===== config.mk =====
export PLATFORM = sky130hd
export DESIGN_NAME = mts_cell
export DESIGN_NICKNAME = d
export VERILOG_FILES = /design/src/rtl/core/mts_pkg.sv /design/src/rtl/core/mts_cell.sv
export SDC_FILE = /design/constraint.sdc
export NUM_CORES = 1
export LEC_CHECK = 0
export BUFFER_PORTS_ARGS = -buffer_cell sky130_fd_sc_hd__buf_2
export CAP_MARGIN = 20
export CORE_MARGIN = 3
export CORE_UTILIZATION = 38
export CTS_CLUSTER_DIAMETER = 100
export CTS_CLUSTER_SIZE = 20
export DETAILED_ROUTE_END_ITERATION = 8
export PLACE_DENSITY = 0.87
export SKIP_CTS_REPAIR_TIMING = 1
export SLEW_MARGIN = 40
export SYNTH_ARGS = -nofsm -noshare
export SYNTH_HDL_FRONTEND = slang
export SYNTH_SLANG_ARGS = --single-unit

===== constraint.sdc =====
create_clock -name clk -period 3.35 [get_ports clk]
set_clock_uncertainty 0.15 [all_clocks]
set_input_delay 1.005 -clock clk [delete_from_list [all_inputs] [get_ports clk]]
set_output_delay 1.005 -clock clk [all_outputs]
set_load 0.01 [all_outputs]

===== src/rtl/core/mts_pkg.sv =====
`timescale 1ns / 1ps
`default_nettype none
// ----------------------------------------------------------------------------
// Min tracking stack package
// Sizes, request and status codes, and the per-cell entry types.
// ----------------------------------------------------------------------------
package mts_pkg;

  localparam int STACK_DEPTH = 64;
  localparam int WORD_W      = 32;
  localparam int COUNT_W     = $clog2(STACK_DEPTH + 1);

  localparam logic [COUNT_W-1:0] FULL_COUNT = COUNT_W'(STACK_DEPTH);

  localparam logic [1:0] KIND_PUSH = 2'd0;
  localparam logic [1:0] KIND_POP  = 2'd1;
  localparam logic [1:0] KIND_PEEK = 2'd2;

  localparam logic [1:0] ST_OK    = 2'd0;
  localparam logic [1:0] ST_EMPTY = 2'd1;
  localparam logic [1:0] ST_FULL  = 2'd2;

  localparam logic signed [WORD_W-1:0] NONE_WORD = '1;

  // value held at one level and the minimum of that level and all below it
  typedef struct packed {
    logic signed [WORD_W-1:0] value;
    logic signed [WORD_W-1:0] minv;
  } entry_t;

  typedef struct packed {
    logic push;
    logic pop;
  } shift_ctl_t;

endpackage
`default_nettype wire


===== src/rtl/core/mts_cell.sv =====
`timescale 1ns / 1ps
`default_nettype none
// ----------------------------------------------------------------------------
// Min tracking stack cell
// One stack level: takes the entry above on push, the entry below on pop.
// ----------------------------------------------------------------------------
module mts_cell
  import mts_pkg::*;
(
  input  wire logic       clk,
  input  wire shift_ctl_t ctl,
  input  wire entry_t     above,
  input  wire entry_t     below,
  output entry_t          held
);

  always_ff @(posedge clk) begin
    if (ctl.push) begin
      held <= above;
    end else if (ctl.pop) begin
      held <= below;
    end
  end

endmodule
`default_nettype wire


# [After elaboration in Yosys (flattened, before gate mapping)]
# Index checks and enable logic that the tools add are counted.
[classes] shift=0 mul=0 n_mux=2 n_eq_ne=0 magnitude_cmp=0 n_div=0 n_reduce_logical=1 bitwise=0 addsub=0
[op_table] cell="2-to-1 mux 64 bit" n=2
[op_table] cell="nonzero test 2 bit" n=1
[word_totals] memories=0 inputBits=131 rom_bits=0 ramBits=0 output_inout_bits=64 word_cells=5 register_bits=64 latch_bits=0

# [Logic depth before layout (Yosys ltp)]
[logic_depth] ltp_word=2 ltp_mapped=3 depth_no_buf=1

# [Least setup slack after synthesis]
# Ideal clock, no wire load.
[synth_timing] kind="input port to flip-flop" start="input port ctl[1] in the netlist's numbering" end="register held[0] in the netlist's numbering (enable)" setup_time_ps=426 setup_slack_ps=21 required_time_ps=2774 n_path_buf=2 path_stages=3 t_arrival_ps=2754 cell_sequence="buf_6 > buf_6 > or2_1"
[synth_between] elab_chain_len=1
[synth_rtl] item="from (decl)" line_no="mts_cell.sv:11" rtl="input wire shift_ctl_t ctl,"
[synth_rtl] item="nonzero test 2 bit (no line)"
[synth_rtl] item="to (signal assigned)" line_no="mts_cell.sv:19" rtl="held <= above;"
[synth_rtl] item="to (signal assigned)" line_no="mts_cell.sv:21" rtl="held <= below;"
[synth_rtl] item="to (decl)" line_no="mts_cell.sv:14" rtl="output entry_t held"
# Every way passes these cells.
# A chain may end at the register's enable or synchronous reset.

# [Worst setup path after layout]
[layout_timing] start="input port ctl[1] in the netlist's numbering" end="register held[5] in the netlist's numbering (data pin)"
[layout_between] elab_chain_len=1
[layout_rtl] item="2-to-1 mux 64 bit" line_no="mts_cell.sv:18" rtl="if (ctl.push) begin"
# Every way passes these cells.

==> impl_metrics.env <==
export IMPL_regMostFlops="held"
export IMPL_combPwrFrac=0.177
export IMPL_die_width_um=93.4
export IMPL_synth_area_mm2=0.00291
export IMPL_avgSynthCellArea_um2=21.4
export IMPL_grt_pass1_vias=2047
export IMPL_grt_start_max_net_pins=34
export IMPL_drc=0
export IMPL_grt_pass1_wl_um=9400
export IMPL_top_regs="held x64"
export IMPL_nets=471
export IMPL_worst_pin_slew_ns=0.414
export IMPL_insertedDiodeCount=0
export IMPL_power_density_mw_per_mm2=471
export IMPL_overflow=0
export IMPL_yosys_register_bits=64
export IMPL_status="completed"
export IMPL_antenna_found_initial=0
export IMPL_seq_power_share=0.513
export IMPL_report_final_slew_viol_count=0
export IMPL_setup_viol=0
export IMPL_cts_tree="built"
export IMPL_core_area_mm2=0.00733
export IMPL_fin_setup_tns_ns=0
export IMPL_port_buffers=194
export IMPL_fin_crit_ns=2.10
export IMPL_timing_final_ws_setup_ns=1.25
export IMPL_p_leak_nw=2.00
export IMPL_fillers=610
export IMPL_die_area_mm2=0.00873
export IMPL_rsz0062_at_grt="false"
export IMPL_drive_gt1_frac=0.803
export IMPL_numCtsBuffers=9
export IMPL_cp_arrival_ns=2.02
export IMPL_synth_cells=136
export IMPL_hold_class="in -> reg"
export IMPL_worst_setup_path_end_kind="flop"
export IMPL_final_common_cell="buf_2"
export IMPL_initialDrtViolationCount=26
export IMPL_critPathKind="in -> reg"
export IMPL_wl_per_cell_um=14.5
export IMPL_yosysUniqueCellTypes=6
export IMPL_fmaxAchievable_mhz=475
export IMPL_dpl_worst_slack_ns=0.897
export IMPL_routed_wl_um=6450
export IMPL_die_h_um=93.4
export IMPL_grt_usage=0.141
export IMPL_synthesis_nets=267
export IMPL_hold_ws_ns=0.829
export IMPL_path_clk_slew_ns=0.07
export IMPL_switching_share=0.225
export IMPL_via_per_inst=4.46
export IMPL_synthToLayoutAreaGrowth_pct=43.0
export IMPL_gp_congestion=0.710
export IMPL_dr_total_vias=1980
export IMPL_regArea_mm2=0.00192
export IMPL_largest_register_ff_count=64
export IMPL_multi_input_area_um2=911
export IMPL_htreeDepth=3
export IMPL_hold_viol_final=0
export IMPL_intPower_mw=1.51
export IMPL_antenna_left=0
export IMPL_cts_sinks=64
export IMPL_first_pass_iters=3
export IMPL_relSlewSlack=0.724
export IMPL_ioPinCount=195
export IMPL_initial_core_util=0.396
export IMPL_cp_start_kind="input pin"
export IMPL_crit_fanout=23
export IMPL_pwr_share_clk=0.310
export IMPL_switchingPower_uw=441
export IMPL_timing_final_crit_share=0.628
export IMPL_rows=31
export IMPL_ys_seq_area_frac=0.661
export IMPL_clock_root_buffer="clkbuf_8"
export IMPL_drv_cap=0
export IMPL_clock_path_buffers=2
export IMPL_required_ns=3.27
export IMPL_ir_drop_mv=0.254
export IMPL_synth_warnings=0
export IMPL_layout_common_cells="193 x buf_2, 64 x edfxtp_1, 49 x mux2_4"
cells by family after synthesis:
logic type             after synthesis  share of synthesized area
multiplexers                        64                      0.311
flip-flops                          64                      0.661
buffers and inverters                7                     0.0250
AND/OR/NAND/NOR                      1                    0.00215
final timing paths:
check | from | to | slack [ns] | depth (start not counted)
setup / recovery | ctl[1] | held[5] | 1.25 | 3
hold / removal | below[35] | held[35] | 0.83 | 2
Yosys cell counts, drive strengths merged:
cell	instances	area, µm²
edfxtp	64	1920
mux2	64	905
buf	7	72.6
or2	1	6.26
final cells by class:
cell class / count / area share
clock inverter: 5 / 0.0114
sequential: 64 / 0.463
tap: 99 / 0.0298
timing repair buffer: 200 / 0.245
clock buffer: 11 / 0.0316
multi-input combinational: 65 / 0.219
worst max-delay path, stage by stage:
cell,delay (ns)
buf_4,0.22
buf_4,0.38
mux2_2,0.38
metal layers:
metal,vias up,GRT usage,routed length [µm]
li1,942,-,-
met1,929,0.145,2150
met2,100,0.264,3600
met4,0,0.0598,97
met3,9,0.0418,592
met5,-,0,0
power groups by stage:
stage	Clock [mW]	Combinational [mW]	Sequential [mW]
floorplan	0	0.125	1.07
global placement	0	0.344	1.02
detailed placement	0	0.351	1.02
CTS	0.631	0.352	1.01
global route	0.664	0.374	1.01
finish	0.606	0.346	1.00
metrics by stage:
stage	utilization	instance area [µm²]	total power [mW]	cells
2_1_floorplan	-	2910	1.20	136
3_5_place_dp	0.542	3980	1.37	428
4_1_cts	0.567	4150	1.99	444
3_3_place_gp	0.542	3980	1.36	428
6_report	0.567	4150	1.96	444
5_1_grt	0.567	4150	2.05	444
Note: power is estimated with default switching activity, not from simulation.
